===== config.mk =====
export PLATFORM = sky130hd
export DESIGN_NAME = signed_restoring_divider_top
export DESIGN_NICKNAME = d
export VERILOG_FILES = /design/src/hdl/srd_pkg.sv /design/src/hdl/signed_restoring_divider_top.sv
export SDC_FILE = /design/constraint.sdc
export NUM_CORES = 1
export LEC_CHECK = 0
export ABC_AREA = 1
export BUFFER_PORTS_ARGS = -buffer_cell sky130_fd_sc_hd__buf_2
export CORE_ASPECT_RATIO = 0.6
export CORE_MARGIN = 3
export CORE_UTILIZATION = 58
export CTS_BUF_LIST = sky130_fd_sc_hd__clkbuf_16
export DETAILED_ROUTE_END_ITERATION = 8
export GPL_ROUTABILITY_DRIVEN = 0
export PLACE_DENSITY = 0.8
export SLEW_MARGIN = 30
export SYNTH_ARGS = -nofsm -noshare
export SYNTH_HDL_FRONTEND = slang
export SYNTH_SLANG_ARGS = --single-unit
export TNS_END_PERCENT = 30

===== constraint.sdc =====
create_clock -name clk -period 2.1 [get_ports clk]
set_input_delay 0.21 -clock clk [delete_from_list [all_inputs] [get_ports clk]]
set_output_delay 0.21 -clock clk [all_outputs]
set_load 0.005 [all_outputs]

===== src/hdl/srd_pkg.sv =====
// package for the signed restoring divider: defaults and fsm state type
`timescale 1ns / 1ps
package srd_pkg;

    localparam int SRD_WIDTH_DEF = 8;

    typedef enum logic [1:0] {
        ST_IDLE,
        ST_DIV,
        ST_FIX
    } srd_state_t;

endpackage


===== src/hdl/signed_restoring_divider_top.sv =====
// signed restoring divider, one quotient bit per cycle
`timescale 1ns / 1ps
// an accepted item runs through the shift-subtract steps in ST_DIV, then the sign
// fix-up in ST_FIX; a zero divisor skips the shift-subtract steps and goes to ST_FIX
// a new item is taken only in ST_IDLE, after the previous item has loaded its result;
// ST_FIX waits while the output register still holds a result that is not taken
// the result sits in an output register; a new item is taken while it waits
// reset (rst_n low, asynchronous) empties the pipeline and drops any pending result
module signed_restoring_divider_top #(
    parameter int WIDTH = srd_pkg::SRD_WIDTH_DEF
) (
    input  logic                    clk,
    input  logic                    rst_n,
    input  logic                    in_valid,
    output logic                    in_ready,
    input  logic signed [WIDTH-1:0] dividend,
    input  logic signed [WIDTH-1:0] divisor,
    output logic                    out_valid,
    input  logic                    out_ready,
    output logic signed [WIDTH-1:0] quotient,
    output logic signed [WIDTH-1:0] remainder,
    output logic                    divide_by_zero
);
    import srd_pkg::*;

    localparam int CNT_W = (WIDTH > 1) ? $clog2(WIDTH) : 1;

    // control state
    srd_state_t         state_reg, state_next;
    logic [CNT_W-1:0]   cnt_reg, cnt_next;
    logic               out_valid_reg, out_valid_next;

    // datapath: dq_reg shifts dividend bits out at the top and quotient bits in at the bottom
    logic [WIDTH-1:0]   dq_reg, dq_next;
    logic [WIDTH-1:0]   dvs_reg, dvs_next;
    logic [WIDTH-1:0]   part_reg, part_next;
    logic               sa_reg, sa_next;
    logic               sb_reg, sb_next;
    logic               dz_reg, dz_next;
    logic [WIDTH-1:0]   quo_out_reg, quo_out_next;
    logic [WIDTH-1:0]   rem_out_reg, rem_out_next;
    logic               dz_out_reg, dz_out_next;

    // fsm outputs
    logic               accept;
    logic               do_step;
    logic               do_load;
    logic               out_free;

    // combinational helpers
    logic [WIDTH-1:0]   a_u, b_u, a_mag, b_mag;
    logic               b_zero;
    logic [WIDTH:0]     trial, diff;
    logic               q_bit;
    logic [WIDTH-1:0]   quo_fix, rem_fix;

    assign out_free = !out_valid_reg || out_ready;

    // input magnitudes
    assign a_u    = dividend;
    assign b_u    = divisor;
    assign a_mag  = a_u[WIDTH-1] ? (~a_u + {{(WIDTH-1){1'b0}}, 1'b1}) : a_u;
    assign b_mag  = b_u[WIDTH-1] ? (~b_u + {{(WIDTH-1){1'b0}}, 1'b1}) : b_u;
    assign b_zero = (b_u == '0);

    // one restoring step: bring in the next dividend bit, try the subtraction
    assign trial = {part_reg, dq_reg[WIDTH-1]};
    assign diff  = trial - {1'b0, dvs_reg};
    assign q_bit = !diff[WIDTH];

    // sign fix-up; on a zero divisor dq_reg still holds the raw dividend
    always_comb
    begin
        if (dz_reg)
        begin
            quo_fix = '1;
            rem_fix = dq_reg;
        end
        else
        begin
            quo_fix = (sa_reg ^ sb_reg) ? (~dq_reg + {{(WIDTH-1){1'b0}}, 1'b1}) : dq_reg;
            rem_fix = sa_reg ? (~part_reg + {{(WIDTH-1){1'b0}}, 1'b1}) : part_reg;
        end
    end

    // next state
    always_comb
    begin
        state_next = state_reg;
        unique case (state_reg)
            ST_IDLE:
            begin
                if (in_valid)
                    state_next = b_zero ? ST_FIX : ST_DIV;
            end
            ST_DIV:
            begin
                if (cnt_reg == '0)
                    state_next = ST_FIX;
            end
            ST_FIX:
            begin
                if (out_free)
                    state_next = ST_IDLE;
            end
            default:
                state_next = ST_IDLE;
        endcase
    end

    // fsm outputs
    always_comb
    begin
        in_ready = 1'b0;
        do_step  = 1'b0;
        do_load  = 1'b0;
        unique case (state_reg)
            ST_IDLE: in_ready = 1'b1;
            ST_DIV:  do_step  = 1'b1;
            ST_FIX:  do_load  = out_free;
            default: in_ready = 1'b0;
        endcase
    end

    assign accept = in_valid && in_ready;

    // datapath next values
    always_comb
    begin
        cnt_next     = cnt_reg;
        dq_next      = dq_reg;
        dvs_next     = dvs_reg;
        part_next    = part_reg;
        sa_next      = sa_reg;
        sb_next      = sb_reg;
        dz_next      = dz_reg;
        quo_out_next = quo_out_reg;
        rem_out_next = rem_out_reg;
        dz_out_next  = dz_out_reg;

        if (accept)
        begin
            cnt_next  = CNT_W'(WIDTH - 1);
            dq_next   = b_zero ? a_u : a_mag;
            dvs_next  = b_mag;
            part_next = '0;
            sa_next   = a_u[WIDTH-1];
            sb_next   = b_u[WIDTH-1];
            dz_next   = b_zero;
        end
        else if (do_step)
        begin
            cnt_next  = cnt_reg - {{(CNT_W-1){1'b0}}, 1'b1};
            dq_next   = {dq_reg[WIDTH-2:0], q_bit};
            part_next = q_bit ? diff[WIDTH-1:0] : trial[WIDTH-1:0];
        end

        if (do_load)
        begin
            quo_out_next = quo_fix;
            rem_out_next = rem_fix;
            dz_out_next  = dz_reg;
        end
    end

    // result register handshake
    always_comb
    begin
        out_valid_next = out_valid_reg;
        priority if (do_load)
            out_valid_next = 1'b1;
        else if (out_ready)
            out_valid_next = 1'b0;
    end

    // control registers
    always_ff @(posedge clk or negedge rst_n)
    begin
        if (!rst_n)
        begin
            state_reg     <= ST_IDLE;
            cnt_reg       <= '0;
            out_valid_reg <= 1'b0;
        end
        else
        begin
            state_reg     <= state_next;
            cnt_reg       <= cnt_next;
            out_valid_reg <= out_valid_next;
        end
    end

    // payload registers
    always_ff @(posedge clk)
    begin
        dq_reg      <= dq_next;
        dvs_reg     <= dvs_next;
        part_reg    <= part_next;
        sa_reg      <= sa_next;
        sb_reg      <= sb_next;
        dz_reg      <= dz_next;
        quo_out_reg <= quo_out_next;
        rem_out_reg <= rem_out_next;
        dz_out_reg  <= dz_out_next;
    end

    assign out_valid      = out_valid_reg;
    assign quotient       = quo_out_reg;
    assign remainder      = rem_out_reg;
    assign divide_by_zero = dz_out_reg;

endmodule


* Word level (Yosys, flattened, before mapping)
Index checks and enable logic that the tools add are counted.
Cells by class: add/subtract/negate cells 6, eq/ne operators 5, multiplexer cells 21, bitwise operators 5, reductions and logical operators 10
Operators with widths (number):
- $mux 8 | 8
- $add 8x1->8 const B | 4
- $not 8->8 | 4
- $sub 9x8->9 | 1
- $logic_not 8->1 | 1
- $mux 2 | 4
- $mux 7 | 1
- $mux 3 | 2
- $ne 2x2->1 const B | 3
- $pmux 2 s3 | 1
- $mux 1 | 5
- $reduce_bool 2->1 | 2
- $logic_not 3->1 | 1
- $reduce_and 3->1 | 1
- $sub 3x1->3 const B | 1
- $eq 2x1->1 const B | 1
- $eq 2x2->1 const B | 1
- $logic_not 1->1 | 2
- $logic_not 2->1 | 1
- $logic_and 1x1->1 | 1
- $logic_or 1x1->1 | 1
- $xor 1x1->1 | 1
Storage, ports and cells: bits in registers 50, bits of input ports 20, output and inout port bits 19, word-level logic and storage cells 60

* Logic depth before layout (Yosys ltp)
Gate-level depths: netlist of run 1.
word-level depth 5, gate-level depth with buffers 14, depth with buffers taken out 14

* Worst setup path after synthesis of run 1
OpenSTA, ideal clock, no wires.
path type register to register, start register dq_reg[7], end register dq_reg[0] (data pin), library setup time 0.260 ns, data arrival time 1.627 ns, required time 1.840 ns, slack 0.213 ns, stages on the path, launching flop included 12, path buffers 0, clock period less this slack 1.887 ns, cell sequence edfxtp_1 > inv_1 > ha_1 > fa_1 > inv_1 > nand2_1 > nand2_1 > nand3_2 > nand3_4 > nand2_8 > nand2_1 > o21ai_0
Between the ends: cells in the longest elaborated chain, start to end 4
Ends and longest elaborated chain:
- start, declared | RTL line signed_restoring_divider_top.sv:34 | logic [WIDTH-1:0] dq_reg, dq_next;
- start signal, assigned | RTL line signed_restoring_divider_top.sv:196 | dq_reg <= dq_next;
- $sub 9x8->9 | RTL line signed_restoring_divider_top.sv:68 | assign diff = trial - {1'b0, dvs_reg};
- $logic_not 1->1 | RTL line signed_restoring_divider_top.sv:69 | assign q_bit = !diff[WIDTH];
- $mux 8 | RTL line signed_restoring_divider_top.sv:151 | else if (do_step)
- $mux 8 | RTL line signed_restoring_divider_top.sv:141 | if (accept)
- named net dq_next[0] | RTL line signed_restoring_divider_top.sv:34
The timed path passes the listed nets, and every way through them passes these cells. The select of a mux whose other input is x is not followed. A chain may end at the register's enable or synchronous reset.

* Worst setup path in the final report of run 1
start register dq_reg[7], end register part_reg[4]
Between the ends: cells in the longest elaborated chain, start to end 2
Ends and longest elaborated chain:
- $sub 9x8->9 | RTL line signed_restoring_divider_top.sv:68
- $mux 8 | RTL line signed_restoring_divider_top.sv:155 | part_next = q_bit ? diff[WIDTH-1:0] : trial[WIDTH-1:0];
- end signal, assigned | RTL line signed_restoring_divider_top.sv:198 | part_reg <= part_next;
- end, declared | RTL line signed_restoring_divider_top.sv:36 | logic [WIDTH-1:0] part_reg, part_next;
Every way passes these cells.

==> flow_summary.json, run 1 <==
{
  "fin_crit_ns": 1.931,
  "post-route-drc-count": 0,
  "grt_setup_unrepaired": "no",
  "period_share": 0.9196,
  "synth_commonest_cells": "97 x nand2_1, 74 x inv_1, 38 x nand3_1",
  "postRouteWirelength_mm": 6.866,
  "num_antenna_cells": 0,
  "layout-drive-gt1-share": 0.1587,
  "finalHoldViolCount": 0,
  "syn_to_final_growth_pct": 14.93,
  "critPathMostFrequentCell": "nand2_1",
  "yosysMostFrequentCell": "nand2_1",
  "crit_buf_inv": 3,
  "htree_num_levels": 2,
  "grt_overflow_total": 0,
  "synth.area.top_cells": "edfxtp_1 34%, nand2_1 12%, inv_1 8.8%",
  "hp-class": "in2reg",
  "io_buffers": 38,
  "report.final.slew_viol_count": 0,
  "dieWidth_um": 101.0,
  "arrival_ns": 2.11,
  "cpPeakStageDelay_ns": 0.36,
  "max_freq_mhz": 517.8,
  "total_power_mw": 5.205,
  "antenna_found_initial": 0,
  "drt_iter0_markers": 276,
  "coreArea_um2": 5155,
  "avgViaCountPerCell": 5.310,
  "yosys.area.top_type": "edfxtp_1",
  "syn_area_per_cell_um2": 8.018,
  "worstMarginPinSlew_ns": 0.4283,
  "synthCells": 392,
  "cts.clk_slew.worst_paths_ns": 0.06,
  "gr-usage-all-layers": 0.2307,
  "outcome": "finished, final reports clean",
  "grt_pass1_vias": 2426,
  "fp-row-count": 20,
  "fin_setup_tns_ns": 0,
  "fin_skew_ns": 0.005584,
  "cts_max_path_buffers": 2,
  "numCtsBuffers": 5,
  "endpoint_kind": "register",
  "cts_sinks": 50,
  "post-dp-hpwl_mm": 5.296,
  "setup_viol": 0,
  "power_leakage_nw": 1.813,
  "cpMaxStageDelayCell": "edfxtp_1",
  "yosys_most_used_dff": "edfxtp_1",
  "path_class": "reg2reg",
  "path_max_fanout": 4,
  "yosys.area.top_type_share": 0.3439,
  "start_kind": "register",
  "synth_cell_types": 39,
  "async_flop_share": 0.1200,
  "synthesis.area_um2": 3143,
  "ant_nets": 0,
  "grt_pass1_wl_mm": 11.63,
  "synth-edff-count": 36,
  "die_h_um": 63.02,
  "dieArea_um2": 6367,
  "initial_core_util": 0.6097,
  "pin_count": 39,
  "synth_seq_cells": 50,
  "cp_cell_sequence": "inv_1 -> ha_1 -> fa_2 -> inv_1 -> nand2_1 -> nand2_1 -> nand3_2 -> nand3_4 -> buf_4 -> nand3_1 -> nand3_1 -> nand2_1",
  "cts_tree": "yes",
  "slew_headroom": 0.7145,
  "vias": 2692,
  "cts_root_buffer": "clkbuf_16",
  "ir_worst_vdd_uv": 835.7,
  "routedWlPerCell_um": 13.54,
  "drt-pass1-iter-count": 5,
  "synth_warnings": 0,
  "critPathTopFamily": "simple AND/OR/NAND/NOR gates",
  "worstSkewPairLatency_ns": 0.29,
  "grt_max_degree": 18,
  "drv_cap": 0,
  "ys_seq_area_frac": 0.4427,
  "required_ns": 2.28,
  "p_per_area_nw_per_um2": 1441,
  "syn-num-nets": 427,
  "final_nets": 475,
  "n_fill_cell": 410
}
power by group:
| group | internal (mW) | leakage (nW) | switching (mW) | total, mW |
|---|---|---|---|---|
| Clock | 0.553 | 0.0826 | 0.334 | 0.887 |
| Combinational | 0.941 | 1.26 | 1.62 | 2.56 |
| Sequential | 1.51 | 0.475 | 0.240 | 1.75 |
| Total | 3.01 | 1.81 | 2.20 | 5.21 |
layout by cell type (no fill, tap or decap), types with 2 or more instances in the layout:
| cell type | synthesis | routed |
|---|---|---|
| nor3_1 | 3 | 3 |
| xnor2_1 | 2 | 2 |
| o21ai_0 | 26 | 26 |
| ha_1 | 14 | 14 |
| nand2_1 | 97 | 97 |
| inv_1 | 74 | 75 |
| nor2_1 | 23 | 23 |
| nand2_2 | 4 | 4 |
| xor2_1 | 8 | 8 |
| edfxtp_1 | 36 | 36 |
| dfrtp_1 | 6 | 6 |
| a22oi_1 | 3 | 3 |
| buf_2 | 2 | 38 |
| a21oi_1 | 12 | 12 |
| dfxtp_1 | 8 | 8 |
| nand3_1 | 38 | 38 |
| nor2_2 | 2 | 2 |
| buf_4 | 1 | 10 |
| nand3b_1 | 2 | 2 |
| o21ai_1 | 4 | 4 |
| clkbuf_16 | 0 | 5 |
| nand4_1 | 6 | 6 |
| o211ai_1 | 2 | 2 |
cells by family (layout without fill, tap and decap cells):
family	after synthesis	count (layout)	share of synthesized area
xor gates and xnor gates	11	11	0.03663
DFF	50	50	0.4427
and+or+nand+nor	183	183	0.2651
buffers and inverters	83	132	0.1067
AOI/OAI and AO/OA	50	50	0.08678
adders and majority gates	15	15	0.06210
layer usage:
metal,track usage,share of wire
met1,0.3587,0.49
met2,0.3369,0.42
met3,0.04125,0.073
met4,0.04643,0.010
met5,0,0
worst paths after layout:
check | start | end | slack (ns) | depth (start not counted)
setup / recovery | dq_reg[7] | part_reg[4] | 0.17 | 12
hold / removal | divisor[0] | dvs_reg[0] | 0.16 | 1
setup reg to reg | dq_reg[7] | part_reg[4] | 0.17 | 12
hold reg to reg | part_reg[0] | part_reg[0] | 0.48 | 2
max in group asynchronous | rst_n | cnt_reg[0] | 1.70 | 2
min in group asynchronous | rst_n | out_valid | 0.26 | 2
area by class of cell:
cell class	instances	area, µm²	share of cell area
inverters	75	281.5	0.07794
clock buffers	5	125.1	0.03464
multi-input cells	259	1419	0.3928
repair buffers	49	275.3	0.07620
flip-flops and latches	50	1391	0.3852
clock inverters	3	37.54	0.01039
well taps	66	82.58	0.02286
stage by stage:
step	worst slack (ns)	instances	hold WS [ns]	area [µm²]	utilization
after global routing	0.03667	507	0.1540	3612	0.7007
after detailed placement	0.05698	495	0.04086	3415	0.6624
after floorplan	0.2131	392	-0.08559	3143	-
after CTS	0.03854	504	0.1595	3587	0.6959
final	0.1688	507	0.1608	3612	0.7007
after global placement	0.1255	495	0.04036	3415	0.6624
repair_timing:
| item | 4_1_cts | 5_1_grt |
|---|---|---|
| hold endpoints to repair | 6 | 0 |
| gates resized for setup | 0 | 1 |
| hold buffers | 1 | 0 |
| setup buffers | 0 | 3 |
| endpoints found under the setup margin | 0 | 9 |
Power figures use the tool's default switching activity.
==> run 2, diff against run 1 <==
Settings changed: CORE_UTILIZATION 58 to 63, PLACE_DENSITY 0.8 to 0.86.
Clock period 2.1 ns to 2.3 ns, I/O delays scaled along.
==> flow_summary.json, run 2 (synthesis results as in run 1) <==
{
  "outcome": "finished, final reports clean",
  "fp-row-count": 19,
  "fin_setup_tns_ns": 0,
  "path_max_fanout": 9,
  "gr-usage-all-layers": 0.2534,
  "htree_num_levels": 2,
  "setup_viol": 0,
  "layout_commonest_cell": "nand2_1",
  "antenna_found_initial": 0,
  "post-route-drc-count": 0,
  "numCtsBuffers": 5,
  "fin_skew_ns": 0.008531,
  "ir_worst_vdd_uv": 723.5,
  "period_share": 0.9189,
  "cts_root_buffer": "clkbuf_16",
  "cts_max_path_buffers": 2,
  "grt_overflow_total": 0,
  "total_power_mw": 4.803,
  "grt_max_degree": 22,
  "cts_sinks": 50,
  "dpl_cell_area_um2": 3388,
  "finalNonFillerCells": 501,
  "finalHoldViolCount": 0,
  "p_per_area_nw_per_um2": 1336,
  "avgViaCountPerCell": 5.655,
  "cpPeakStageDelay_ns": 0.40,
  "design_area_um2": 3596,
  "start_kind": "register",
  "slew_headroom": 0.6065,
  "holdPathEnd": "dvs_reg[0]",
  "grt_pass1_vias": 2441,
  "pin_count": 39,
  "r2r_slack_ns": 0.19,
  "layout_common_cells": "97 x nand2_1, 75 x inv_1, 38 x nand3_1, 38 x buf_2, 36 x edfxtp_1",
  "hold_start": "divisor[0]",
  "fin_ws_ns": 0.1866,
  "whs_ns": 0.1621,
  "worstMarginPinSlew_ns": 0.5897,
  "drt_iter0_markers": 305,
  "power_leakage_nw": 1.806,
  "r2r-end": "dq_reg[0]",
  "dp_worst_setup_slack_ns": 0.2577,
  "max_freq_mhz": 473.2,
  "dieArea_um2": 5900,
  "final_nets": 472,
  "cts.clk_slew.worst_paths_ns": 0.07,
  "fin_crit_ns": 2.113,
  "cp_cell_sequence": "inv_1 -> ha_1 -> fa_1 -> inv_1 -> nand2_1 -> nand2_1 -> nand3_2 -> nand3_4 -> nand2_8 -> nand2_1 -> o21ai_0",
  "post-dp-hpwl_mm": 5.315,
  "utilization": 0.7678,
  "coreArea_um2": 4683,
  "hold_depth": 1,
  "report.final.slew_viol_count": 0,
  "drv_cap": 0,
  "postRouteWirelength_mm": 7.501,
  "endpoint_kind": "register",
  "dp_cells": 489,
  "required_ns": 2.33,
  "cts_tree": "yes",
  "initial_core_util": 0.6711,
  "dieWidth_um": 97.19,
  "path_class": "reg2reg",
  "grt_pass1_wl_mm": 11.69,
  "worstSkewPairLatency_ns": 0.29,
  "die_h_um": 60.71,
  "syn_to_final_growth_pct": 14.41,
  "grt_setup_unrepaired": "no",
  "layout-drive-gt1-share": 0.1530,
  "r2r-start": "dq_reg[7]",
  "critPathMostFrequentCell": "nand2_1",
  "vias": 2833,
  "num_antenna_cells": 0,
  "routedWlPerCell_um": 14.97,
  "drt-pass1-iter-count": 5,
  "cpMaxStageDelayCell": "edfxtp_1",
  "rr_worst_depth": 11,
  "hp-class": "in2reg",
  "io_buffers": 38,
  "ant_nets": 0,
  "arrival_ns": 2.15
}
[run 2: changes by cell type in the layout (fill, tap and decap cells not counted), sizes merged]
cell    delta
buf        -3
bufinv     -1
clkbuf     +1
[run 2: power by group]
| group | internal (mW) | switching, mW | total, mW | leakage [nW] |
|---|---|---|---|---|
| Combinational | 0.846 | 1.55 | 2.39 | 1.25 |
| Clock | 0.467 | 0.321 | 0.789 | 0.0834 |
| Sequential | 1.38 | 0.237 | 1.62 | 0.475 |
| Total | 2.70 | 2.11 | 4.80 | 1.81 |
[run 2: worst max-delay path, delay by kind of cell, from the launching register on]
family	cells	cell delay (ns)
AOI/OAI and AO/OA	1	0.11
adders and majority gates	2	0.63
buffers and inverters	2	0.17
DFF	1	0.40
and+or+nand+nor	6	0.55
[run 2: final cells by class]
type,instances,area (µm²)
well taps,63,78.83
multi-input cells,259,1416
fillers,318,1087
flip-flops and latches,50,1391
clock buffers,6,150.1
repair buffers,46,265.3
inverters,75,281.5
clock inverters,2,12.51
[run 2: worst max-delay path by stage]
stage	start	depth (start not counted)	slack [ns]	to
6_report	dq_reg[7]	11	0.19	dq_reg[0]
5_1_grt	dq_reg[7]	11	0.009	dq_reg[0]
4_1_cts	dq_reg[7]	11	0.17	dq_reg[0]
3_5_place_dp	dq_reg[7]	11	0.26	dq_reg[0]
3_3_place_gp	dq_reg[7]	11	0.33	dq_reg[0]
2_1_floorplan	dq_reg[7]	11	0.41	dq_reg[0]
[run 2: per-layer routing]
| metal | track usage | wire length, µm | part of all wire |
|---|---|---|---|
| met5 | 0 | 0 | 0 |
| met4 | 0.04600 | 90 | 0.012 |
| met3 | 0.05970 | 702 | 0.094 |
| met2 | 0.4039 | 3420 | 0.46 |
| met1 | 0.3656 | 3287 | 0.44 |
[run 2: repair_timing]
| action | in CTS | in global routing |
|---|---|---|
| endpoints found under the hold margin | 6 | 0 |
| setup endpoints to repair | 0 | 1 |
| gates resized for setup | 0 | 0 |
| buffers inserted | 0 | 3 |
| hold buffers | 1 | 0 |
==> run 3, diff against run 2 <==
Settings changed: BUFFER_PORTS_ARGS -buffer_cell sky130_fd_sc_hd__buf_2 to -buffer_cell sky130_fd_sc_hd__buf_4.
==> flow_summary.json, run 3 (synthesis results as in run 1) <==
{
  "max_freq_mhz": 479.8,
  "io_buffers": 38,
  "worstMarginPinSlew_ns": 0.5464,
  "layout_commonest_cell": "nand2_1",
  "report.final.slew_viol_count": 0,
  "setup_viol": 0,
  "drt_iter0_markers": 335,
  "grtUsageMet1": 0.3594,
  "p_per_area_nw_per_um2": 1309,
  "fp-row-count": 19,
  "numCtsBuffers": 5,
  "dp_cells": 489,
  "grt_overflow_total": 0,
  "postCtsResizedCells": 0,
  "antenna_found_initial": 0,
  "path_max_fanout": 9,
  "endpoint_kind": "register",
  "busiest_layer": "met2",
  "cts.clk_slew.worst_paths_ns": 0.07,
  "required_ns": 2.34,
  "fin_crit_ns": 2.084,
  "grt_max_degree": 22,
  "post_cts_buffers": 0,
  "period_share": 0.9062,
  "die_h_um": 60.71,
  "ant_nets": 0,
  "post-route-drc-count": 0,
  "worstSkewPairLatency_ns": 0.29,
  "drt-pass1-iter-count": 7,
  "outcome": "finished, final reports clean",
  "fin_setup_tns_ns": 0,
  "pin_count": 39,
  "initial_core_util": 0.6711,
  "final_nets": 469,
  "ir_worst_vdd_uv": 776.7,
  "avgViaCountPerCell": 5.520,
  "slew_headroom": 0.6354,
  "dieWidth_um": 97.19,
  "utilization": 0.7809,
  "power_leakage_nw": 1.818,
  "fin_skew_ns": 0.006581,
  "vias": 2749,
  "arrival_ns": 2.12,
  "gr-usage-all-layers": 0.2573,
  "met3_usage": 0.04937,
  "hp-class": "in2reg",
  "finalHoldViolCount": 0,
  "cts_max_path_buffers": 2,
  "dieArea_um2": 5900,
  "routedWlPerCell_um": 14.64,
  "syn_to_final_growth_pct": 16.36,
  "grt_setup_unrepaired": "no",
  "finalNonFillerCells": 498,
  "num_antenna_cells": 0,
  "cts_tree": "yes",
  "coreArea_um2": 4683,
  "path_class": "reg2reg",
  "grt.met2_usage": 0.4176,
  "grt_pass1_vias": 2489,
  "drv_cap": 0,
  "layout_common_cells": "97 x nand2_1, 74 x inv_1, 42 x buf_4, 38 x nand3_1, 36 x edfxtp_1",
  "layout-drive-gt1-share": 0.1494,
  "cts_sinks": 50,
  "cts_root_buffer": "clkbuf_16",
  "start_kind": "register",
  "post-dp-hpwl_mm": 5.413,
  "postRouteWirelength_mm": 7.289,
  "htree_num_levels": 2,
  "grt_pass1_wl_mm": 11.92
}
-- run 3: cell types whose count changed in the layout (fill, tap and decap cells not counted), sizes merged --
| cell | previous run | this run |
|---|---|---|
| buf | 45 | 42 |
-- run 3: area by class of cell --
type	count	area (µm²)
clock inverters	2	13.76
clock buffers	6	150.1
well taps	63	78.83
fillers	327	1026
flip-flops and latches	50	1391
inverters	75	281.5
repair buffers	43	325.3
multi-input cells	259	1416
-- run 3: where the power goes --
group / leakage (nW) / switching, mW / internal (mW)
Sequential: 0.475 / 0.245 / 1.38
Clock: 0.0824 / 0.332 / 0.472
Combinational: 1.26 / 1.51 / 0.845
Total: 1.82 / 2.09 / 2.70
-- run 3: path summary, 6_finish.rpt --
| kind | from | cells past startpoint | to | slack (ns) |
|---|---|---|---|---|
| worst max-delay path | dq_reg[7] | 11 | dq_reg[0] | 0.22 |
| worst min-delay path | divisor[0] | 1 | dvs_reg[0] | 0.15 |
| worst max register to register | dq_reg[7] | 11 | dq_reg[0] | 0.22 |
| worst min register to register | part_reg[0] | 2 | part_reg[0] | 0.48 |
| max in group asynchronous | rst_n | 2 | cnt_reg[2] | 1.91 |
| min in group asynchronous | rst_n | 2 | out_valid | 0.28 |
-- run 3: worst max-delay path, stage by stage, from the launching register on --
cell and delay [ns]:
edfxtp_1 0.40, inv_1 0.08, ha_1 0.22, fa_1 0.41
inv_1 0.10, nand2_1 0.05, nand2_1 0.07, nand3_2 0.10
nand3_4 0.18, nand2_8 0.09, nand2_1 0.06, o21ai_0 0.07
-- run 3: metrics by stage --
step,hold slack [ns],cell area (µm²),power (mW),setup WS (ns)
finish,0.1451,3657,4.788,0.2157
global route,0.1376,3657,5.173,0.05979
CTS,0.1441,3657,4.747,0.2520
detailed placement,0.03939,3483,3.902,0.2589
global placement,0.03906,3483,3.771,0.3332
floorplan,-0.06559,3143,3.302,0.4131
-- run 3: metal layers --
metal | vias to the layer above | share of wire
li1 | 1354 | -
met3 | 19 | 0.097
met4 | 0 | 0.019
met1 | 1223 | 0.44
met5 | - | 0
met2 | 153 | 0.45
-- run 3: repair_timing --
item / in CTS / in global routing
hold buffers: 1 / 0
setup endpoints to repair: 0 / 0
hold endpoints to repair: 6 / 0
